**src/design/sfcd_pkg.sv**
```systemverilog
// ----------------------------------------------------------------------------
// sfcd_pkg
// Shared constants and the byte-wide crc update for the sensor frame decoder.
// ----------------------------------------------------------------------------
package sfcd_pkg;

  // field widths
  localparam int unsigned ByteW = 8;
  localparam int unsigned WordW = 16;
  localparam int unsigned PosW  = 3;

  // crc-16, reflected form
  localparam logic [WordW-1:0] CRC_START = 16'hFFFF;
  localparam logic [WordW-1:0] CRC_POLY  = 16'hA001;

  // byte positions within a response frame
  localparam logic [PosW-1:0] POS_FIRST  = 3'd0;
  localparam logic [PosW-1:0] POS_HUM_HI = 3'd2;
  localparam logic [PosW-1:0] POS_HUM_LO = 3'd3;
  localparam logic [PosW-1:0] POS_TMP_HI = 3'd4;
  localparam logic [PosW-1:0] POS_TMP_LO = 3'd5;
  localparam logic [PosW-1:0] POS_CRC_LO = 3'd6;
  localparam logic [PosW-1:0] POS_CRC_HI = 3'd7;

  // humidity / 10 as multiply by ceil(2^19 / 10), exact for any 16-bit value
  localparam logic [WordW-1:0] HUM_RECIP = 16'd52429;
  localparam int unsigned      HUM_SHIFT = 19;

  // status codes
  localparam logic STATUS_OK      = 1'b0;
  localparam logic STATUS_CRC_ERR = 1'b1;

  // one byte through the reflected crc, one bit per step
  function automatic logic [WordW-1:0] crc16_feed(input logic [WordW-1:0] crc,
                                                  input logic [ByteW-1:0] b);
    logic [WordW-1:0] c;
    c = crc ^ {{(WordW-ByteW){1'b0}}, b};
    for (int k = 0; k < ByteW; k++) begin
      c = c[0] ? ((c >> 1) ^ CRC_POLY) : (c >> 1);
    end
    return c;
  endfunction

endpackage

```
**src/design/sfcd_decode.sv**
```systemverilog
// ----------------------------------------------------------------------------
// sfcd_decode
// Converts the captured raw words into temperature and humidity readings.
// ----------------------------------------------------------------------------
module sfcd_decode (
  input  logic [sfcd_pkg::WordW-1:0]        temp_raw,
  input  logic [sfcd_pkg::WordW-1:0]        hum_raw,
  output logic signed [sfcd_pkg::WordW-1:0] temperature,
  output logic [sfcd_pkg::ByteW-1:0]        humidity
);
  import sfcd_pkg::*;

  logic [WordW-1:0]   temp_mag;
  logic [2*WordW-1:0] hum_prod;

  // sign-magnitude to two's complement, negative zero gives zero
  assign temp_mag    = {1'b0, temp_raw[WordW-2:0]};
  assign temperature = temp_raw[WordW-1] ? $signed(-temp_mag) : $signed(temp_mag);

  // divide by ten through the reciprocal, keep the low byte of the quotient
  assign hum_prod = hum_raw * HUM_RECIP;
  assign humidity = hum_prod[HUM_SHIFT +: ByteW];

endmodule

```
**src/design/sensor_frame_crc_decoder_core.sv**
```systemverilog
// ----------------------------------------------------------------------------
// sensor_frame_crc_decoder_core
// Crc-checked decoder for the 8-byte response frame of a climate sensor.
// ----------------------------------------------------------------------------
// Takes one response byte per beat on the in_ channel, in_tuser high on the
// first byte of a frame; bytes keep counting 0..7 and wrap when no start flag
// comes. Bytes 0..5 run through the crc, byte 6 and byte 7 carry the received
// crc low byte first. On byte 7 one result beat leaves on out_: out_tuser is
// the status (0 crc good and readings updated, 1 crc mismatch) and out_tdata
// carries the last good temperature and humidity. A byte goes through one input
// register and one result stage: byte 7 waits in the input register until the
// result register is free and then loads it. The rate is one byte per cycle,
// set by the combinational byte-wide crc update; only byte 7 waits, when a
// previous result has not yet been taken.
module sensor_frame_crc_decoder_core (
  input  logic                        clk,
  input  logic                        rst_n,
  input  logic                        in_tvalid,
  output logic                        in_tready,
  input  logic [sfcd_pkg::ByteW-1:0]  in_tdata,   // [7:0] byte_value
  input  logic                        in_tuser,   // [0] frame_start
  output logic                        out_tvalid,
  input  logic                        out_tready,
  output logic [23:0]                 out_tdata,  // [15:0] temperature, [23:16] humidity
  output logic                        out_tuser   // [0] status
);
  import sfcd_pkg::*;

  // input stage
  logic             s1_valid_r;
  logic [ByteW-1:0] s1_byte_r;
  logic             s1_start_r;

  // frame state
  logic [PosW-1:0]  pos_r;
  logic [WordW-1:0] crc_r;
  logic [WordW-1:0] hum_raw_r;
  logic [WordW-1:0] temp_raw_r;
  logic [ByteW-1:0] crc_lo_r;
  logic [WordW-1:0] last_temp_r;
  logic [ByteW-1:0] last_hum_r;

  // result stage
  logic             out_valid_r;
  logic             status_r;

  logic              [PosW-1:0]  pos_eff;
  logic                          s1_last;
  logic                          out_free;
  logic                          s1_adv;
  logic                          out_load;
  logic                          crc_ok;
  logic              [WordW-1:0] crc_base;
  logic              [WordW-1:0] crc_nxt;
  logic signed       [WordW-1:0] dec_temp;
  logic              [ByteW-1:0] dec_hum;

  // position of the byte held in the input stage
  assign pos_eff  = s1_start_r ? POS_FIRST : pos_r;
  assign s1_last  = (pos_eff == POS_CRC_HI);

  // handshake: only the final byte of a frame needs room in the result stage
  assign out_free  = !out_valid_r || out_tready;
  assign s1_adv    = s1_valid_r && (!s1_last || out_free);
  assign out_load  = s1_valid_r && s1_last && out_free;
  assign in_tready = !s1_valid_r || s1_adv;

  // crc over bytes 0..5, restarted on byte 0
  assign crc_base = (pos_eff == POS_FIRST) ? CRC_START : crc_r;
  assign crc_nxt  = crc16_feed(crc_base, s1_byte_r);
  assign crc_ok   = ({s1_byte_r, crc_lo_r} == crc_r);

  sfcd_decode u_decode (
    .temp_raw    (temp_raw_r),
    .hum_raw     (hum_raw_r),
    .temperature (dec_temp),
    .humidity    (dec_hum)
  );

  // input register
  always_ff @(posedge clk) begin
    if (!rst_n) begin
      s1_valid_r <= 1'b0;
    end else if (in_tready) begin
      s1_valid_r <= in_tvalid;
    end
  end

  always_ff @(posedge clk) begin
    if (in_tready && in_tvalid) begin
      s1_byte_r  <= in_tdata;
      s1_start_r <= in_tuser;
    end
  end

  // frame state update as a byte leaves the input stage
  always_ff @(posedge clk) begin
    if (!rst_n) begin
      pos_r       <= POS_FIRST;
      crc_r       <= CRC_START;
      hum_raw_r   <= '0;
      temp_raw_r  <= '0;
      crc_lo_r    <= '0;
      last_temp_r <= '0;
      last_hum_r  <= '0;
    end else if (s1_adv) begin
      pos_r <= pos_eff + 3'd1;
      if (pos_eff < POS_CRC_LO) begin
        crc_r <= crc_nxt;
      end
      case (pos_eff)
        POS_HUM_HI: hum_raw_r[WordW-1:ByteW]  <= s1_byte_r;
        POS_HUM_LO: hum_raw_r[ByteW-1:0]      <= s1_byte_r;
        POS_TMP_HI: temp_raw_r[WordW-1:ByteW] <= s1_byte_r;
        POS_TMP_LO: temp_raw_r[ByteW-1:0]     <= s1_byte_r;
        POS_CRC_LO: crc_lo_r                  <= s1_byte_r;
        POS_CRC_HI: begin
          if (crc_ok) begin
            last_temp_r <= dec_temp;
            last_hum_r  <= dec_hum;
          end
        end
        default: ;
      endcase
    end
  end

  // result register
  always_ff @(posedge clk) begin
    if (!rst_n) begin
      out_valid_r <= 1'b0;
    end else if (out_free) begin
      out_valid_r <= out_load;
    end
  end

  always_ff @(posedge clk) begin
    if (out_load) begin
      status_r <= crc_ok ? STATUS_OK : STATUS_CRC_ERR;
    end
  end

  // readings change only on a result load, so they drive the beat directly
  assign out_tvalid = out_valid_r;
  assign out_tuser  = status_r;
  assign out_tdata  = {last_hum_r, last_temp_r};

`ifndef SYNTHESIS
  // a result is loaded only for the last byte of a frame
  a_load_last: assert property (@(posedge clk) disable iff (!rst_n)
    out_load |-> (pos_eff == POS_CRC_HI))
    else $error("result loaded for a byte other than the last");

  // input stalls only behind a final byte waiting on a full result stage
  a_stall_cause: assert property (@(posedge clk) disable iff (!rst_n)
    !in_tready |-> (s1_valid_r && s1_last && out_valid_r && !out_tready))
    else $error("input stalled without a pending result");

  // a crc mismatch leaves the last good readings alone
  a_keep_on_err: assert property (@(posedge clk) disable iff (!rst_n)
    (out_load && !crc_ok) |=> ($stable(last_temp_r) && $stable(last_hum_r)
                               && out_tuser == STATUS_CRC_ERR))
    else $error("readings changed on a crc mismatch");

  // position counts up by one when no frame start is flagged
  a_pos_count: assert property (@(posedge clk) disable iff (!rst_n)
    (s1_adv && !s1_start_r) |=> (pos_r == $past(pos_r) + 3'd1))
    else $error("byte position skipped");
`endif

endmodule

```
**config.mk**
```make
export PLATFORM = sky130hd
export DESIGN_NAME = sensor_frame_crc_decoder_core
export DESIGN_NICKNAME = d
export VERILOG_FILES = /design/src/design/sfcd_pkg.sv /design/src/design/sfcd_decode.sv /design/src/design/sensor_frame_crc_decoder_core.sv
export SDC_FILE = /design/constraint.sdc
export NUM_CORES = 1
export LEC_CHECK = 0
export BUFFER_PORTS_ARGS = -buffer_cell sky130_fd_sc_hd__buf_2
export CAP_MARGIN = 30
export CORE_MARGIN = 2
export CORE_UTILIZATION = 59
export CTS_CLUSTER_SIZE = 16
export DETAILED_ROUTE_END_ITERATION = 10
export GPL_TIMING_DRIVEN = 0
export PLACE_DENSITY = 0.83
export REMOVE_ABC_BUFFERS = 1
export SYNTH_ARGS = -nofsm -noshare
export SYNTH_HDL_FRONTEND = slang
export SYNTH_SLANG_ARGS = --single-unit
```
**constraint.sdc**
```tcl
create_clock -name clk -period 16.2 [get_ports clk]
set_input_delay 1.62 -clock clk [delete_from_list [all_inputs] [get_ports clk]]
set_output_delay 1.62 -clock clk [all_outputs]
set_load 0.02 [all_outputs]
```
After elaboration in Yosys (flattened, before gate mapping)
Index checks and enable logic that the tools add are counted.

Register bits after elaboration: 95. Input port bits: 13. Output and inout port bits: 27. Logic and storage cells: 64.

$add $sub $neg: 2. Multiply operators: 1. Order comparisons: 1. Eq/ne operators: 7. Mux-type cells: 12. Bitwise operators: 9. Reductions and logical operators: 18.

Operators by type and width (count): 16-bit two-way mux (10); 16-bit by 16-bit multiplier with 27-bit output (second input constant) (1); 2-bit NOT with 3-bit output (8); 16-bit == test (1); 15-bit negator with 16-bit output (1); 16-bit by 8-bit XOR with 16-bit output (1); 3-bit == test (second input constant) (4); 2-bit AND reduction (6); 3-bit by 2-bit == test with 1-bit output (second input constant) (2); 1-bit logical AND (4); 3-bit by 1-bit adder with 3-bit output (second input constant) (1); 1-bit logical NOT (3); 3-bit logical NOT (1); 1-bit logical OR (3); 3-bit < comparator (second input constant) (1); 3-bit two-way mux (1); 3-bit AND reduction (1); 1-bit two-way mux (1).

Logic depth before layout (Yosys ltp)
Depth after elaboration: 20. Gate-level depth with buffers: 20. Mapped depth without buffers: 20.

Hierarchy
A second synthesis with hierarchy kept.

Cell total of the unflattened synthesis: 910. Area, all modules: 8617.0 um^2.

By module, submodules not included: sfcd_decode (instances 1, cells each 474, area each 4350.4 um^2, seq. area each 0.0 um^2); sensor_frame_crc_decoder_core (instances 1, cells each 436, area each 4266.6 um^2, seq. area each 2001.9 um^2).

Worst setup path before layout
Ideal clock, no wire load.

Kind: register -> register. Start: reg hum_raw_r[7]. End: reg last_hum_r[7]. Library setup time: 0.122 ns. Arrival time: 5.081 ns. Data required time: 16.078 ns. Path slack: 10.998 ns. Stages on the path, launching flop included: 19. Buffers on the path: 0. Clock period less this slack: 5.202 ns. Cell sequence: dfxtp_1 ha_1 inv_1 fa_1 inv_1 fa_1 fa_1 fa_1 inv_1 fa_1 inv_1 ha_1 a21o_1 a21o_1 a221oi_1 o21ai_2 a311oi_2 xnor2_1 a21oi_1.

Longest elaborated chain between the ends: 1.

RTL lines: start, declared (RTL line sensor_frame_crc_decoder_core.sv:37) `logic [WordW-1:0] hum_raw_r;`; start signal, assigned by index (RTL line sensor_frame_crc_decoder_core.sv:112) `POS_HUM_HI: hum_raw_r[WordW-1:ByteW] <= s1_byte_r;`; start signal, assigned by index (RTL line sensor_frame_crc_decoder_core.sv:113) `POS_HUM_LO: hum_raw_r[ByteW-1:0] <= s1_byte_r;`; 16-bit by 16-bit multiplier with 27-bit output (RTL line sfcd_decode.sv:21) `assign hum_prod = hum_raw * HUM_RECIP;`; end signal, assigned (RTL line sensor_frame_crc_decoder_core.sv:120) `last_hum_r <= dec_hum;`; end, declared (RTL line sensor_frame_crc_decoder_core.sv:41) `logic [ByteW-1:0] last_hum_r;`.

No other way between the ends. A chain may end at the register's enable or synchronous reset.

Worst setup path after layout
Start: reg hum_raw_r[5]. End: reg last_hum_r[6].

Same word-level chain as after synthesis.

==> metrics.cfg <==
[drt]
drc = 0
viasPerCell = 5.56
drtIter0Drc = 313
wl_per_cell_um = 16.1
vias = 6227
postRouteAntennaNets = 0
drt-pass1-iter-count = 5
drt_wl_total_um = 18000

[synthesis]
ys_seq_area_frac = 0.238
syn_avg_cell_area_um2 = 9.14
synth_edf_count = 10
synth_cell_types = 61
synthMuxAreaShare = 0.0143
syn_area_um2 = 8420
synthCells = 922
synth_compound_gate_area_share = 0.105
synth_fa_ha_area_frac = 0.345
yosys.area_share.simple = 0.109
synth_top_family_by_area = adder cells
synth_xor_area_frac = 0.0851
yosysWarningCount = 0
async_flop_share = 0
synth_flop_cell = dfxtp_1
ys_ff_latch = 95

[sta]
period_share = 0.363
fin_tns_setup_ns = 0
hold_viol = 0
max_slew_margin = 0.362
fmax_ghz = 0.170
slew_viol_final = 0
min_period_ns = 5.88
fin_ws_ns = 10.32
tightestPinTransition_ns = 0.952
setup_violations = 0
skew_ns = 0.0105
rsz0062_at_grt = false

[die]
die_x_um = 123
start_util = 0.604
placementRows = 43
core_um2 = 13900
io_pins = 40
die-area_um2 = 15200
die_y_um = 123

[clock_tree]
cts_max_path_buffers = 2
clock-sinks = 95
cts_setup_buffers = 0
cts_max_level = 3
numCtsBuffers = 9
cts-hold-fix-buffers = 0
cts_root_buf = clkbuf_16
post_cts_resized = 0
tritoncts = built
clkLatencyLatePin_ns = 0.36
clkTransAtPathRegs_ns = 0.07

[grt]
grt_antenna_before_repair = 0
grt_pass1_vias = 6197
grt_usage = 0.255
grt_max_degree = 37
grt_overflow = 0
grt_pass1_wl_um = 29700

[cells_and_area]
nets = 1134
multiInputGateArea_um2 = 5550
diodes = 0
regArea_um2 = 2000
fill_cells = 1113
syn2layout_area_growth_pct = 6.54
final_area_um2 = 8970
utilization = 0.644
drive_above_1_share = 0.0713
final_cells = 1120

[worst_setup_path]
worstPathArrival_ns = 6.15
slowest_stage = fa_1
cp_max_fo = 8
critical_path.cell_chain = ha_1 > xor2_1 > ha_1 > fa_1 > inv_1 > fa_1 > inv_1 > fa_1 > inv_1 > fa_1 > inv_1 > ha_1 > nand4_1 > nor3_1 > o21ai_0 > o21ai_2 > nand2_1 > or3_1 > a31oi_1
startpoint_type = register
crit_type = reg -> reg
endpoint_kind = register
cp_slowest_stage_delay_ns = 0.55
required_ns = 16.47

[placed_design]
dp_hpwl_um = 14000
portBuffers = 39
place_inst = 1104
place_congestion = 0.926
place_area_um2 = 8680
detailedPlace.worstSlack_ns = 10.41

[run]
drv_cap = 0

[min_path]
min_path_type = reg -> reg

[power]
vdd_drop_max_mv = 0.101
p_per_area_nw_per_um2 = 56.4
power_leakage_nw = 4.44

[status]
status = finished, final reports clean

flip-flops by register name, summed over array words and instances (netlist names):
register	count
crc_r	16
out_tvalid	1
pos_r	3
s1_byte_r	8
hum_raw_r	16
s1_valid_r	1
out_tuser	1
crc_lo_r	8
last_hum_r	8
last_temp_r	16
s1_start_r	1
temp_raw_r	16
critical path, delay by kind of cell (launching register included):
kind	cells	cell delay, ns
AND/OR/NAND/NOR	4	0.83
XOR/XNOR	1	0.21
buffers and inverters	4	0.23
flip-flops	1	0.52
adder cells (fa/ha/maj)	7	3.26
AO/OA/AOI/OAI	3	0.77
per-layer routing:
| layer | part of all wire | global-route usage | vias to the layer above |
|---|---|---|---|
| met5 | 0 | 0 | - |
| met4 | 0.022 | 0.0859 | 0 |
| met3 | 0.047 | 0.0434 | 31 |
| met2 | 0.50 | 0.443 | 164 |
| met1 | 0.43 | 0.320 | 3006 |
| li1 | - | - | 3026 |
cell type report:
| class | instances | share of cell area |
|---|---|---|
| tap | 180 | 0.0251 |
| multi-input combinational | 613 | 0.619 |
| timing repair buffer | 42 | 0.0279 |
| sequential | 95 | 0.223 |
| inverter | 174 | 0.0728 |
| clock inverter | 7 | 0.00725 |
| clock buffer | 9 | 0.0251 |
synth_stat cells (19+ instances only):
cell type | number | area share
inv_1 | 173 | 0.077
ha_1 | 109 | 0.16
dfxtp_1 | 85 | 0.20
fa_1 | 77 | 0.18
nand2_1 | 70 | 0.031
nor2_1 | 50 | 0.022
a21oi_1 | 49 | 0.029
xor2_1 | 39 | 0.041
nand3_1 | 37 | 0.022
xnor2_1 | 35 | 0.036
clkbuf_1 | 20 | 0.0089
o21ai_0 | 19 | 0.011
power by group:
group	switching, mW	total, mW	internal [mW]
registers	0.0103	0.253	0.243
clock network	0.101	0.209	0.108
logic	0.0216	0.0441	0.0225
per-stage QoR:
stage | total power, mW | hold WS (ns)
finish | 0.506 | 0.468
global route | 0.524 | 0.486
CTS | 0.510 | 0.471
detailed placement | 0.302 | 0.458
global placement | 0.300 | 0.452
floorplan | 0.290 | 0.448
cell usage in the layout, fill, tap and decap left out, drive strengths merged, types with 3 or more instances in the layout:
master and count:
clkinv 3, nand2b 3, o21ai 20, o31ai 5
o22ai 4, inv 177, nor2b 6, o211ai 10
nor3 9, a21o 7, nor2 50, a211oi 16
nand3 37, fa 77, a221oi 3, nand4 6
mux2i 12, edfxtp 10, and2 5, buf 42
dfxtp 85, nor4 4, nand2 70, xnor2 35
xnor3 3, a31oi 4, clkbuf 9, xor2 39
a21oi 50, ha 109
logic make-up after synthesis:
| family | count (synthesis) |
|---|---|
| adder cells (fa/ha/maj) | 186 |
| AND/OR/NAND/NOR | 201 |
| XOR/XNOR | 77 |
| AO/OA/AOI/OAI | 137 |
| multiplexers | 12 |
| buffers and inverters | 214 |
| flip-flops | 95 |
path summary, 6_finish.rpt:
| check | startpoint | end | slack, ns | depth (start not counted) |
|---|---|---|---|---|
| worst max register to register | hum_raw_r[5]$_SDFFE_PN0P_ | last_hum_r[6]$_SDFFE_PN0P_ | 10.32 | 19 |
| worst min register to register | last_hum_r[2]$_SDFFE_PN0P_ | last_hum_r[2]$_SDFFE_PN0P_ | 0.47 | 2 |
| worst min-delay path | last_hum_r[2]$_SDFFE_PN0P_ | last_hum_r[2]$_SDFFE_PN0P_ | 0.47 | 2 |
| worst max-delay path | hum_raw_r[5]$_SDFFE_PN0P_ | last_hum_r[6]$_SDFFE_PN0P_ | 10.32 | 19 |
Power figures use the tool's default switching activity.
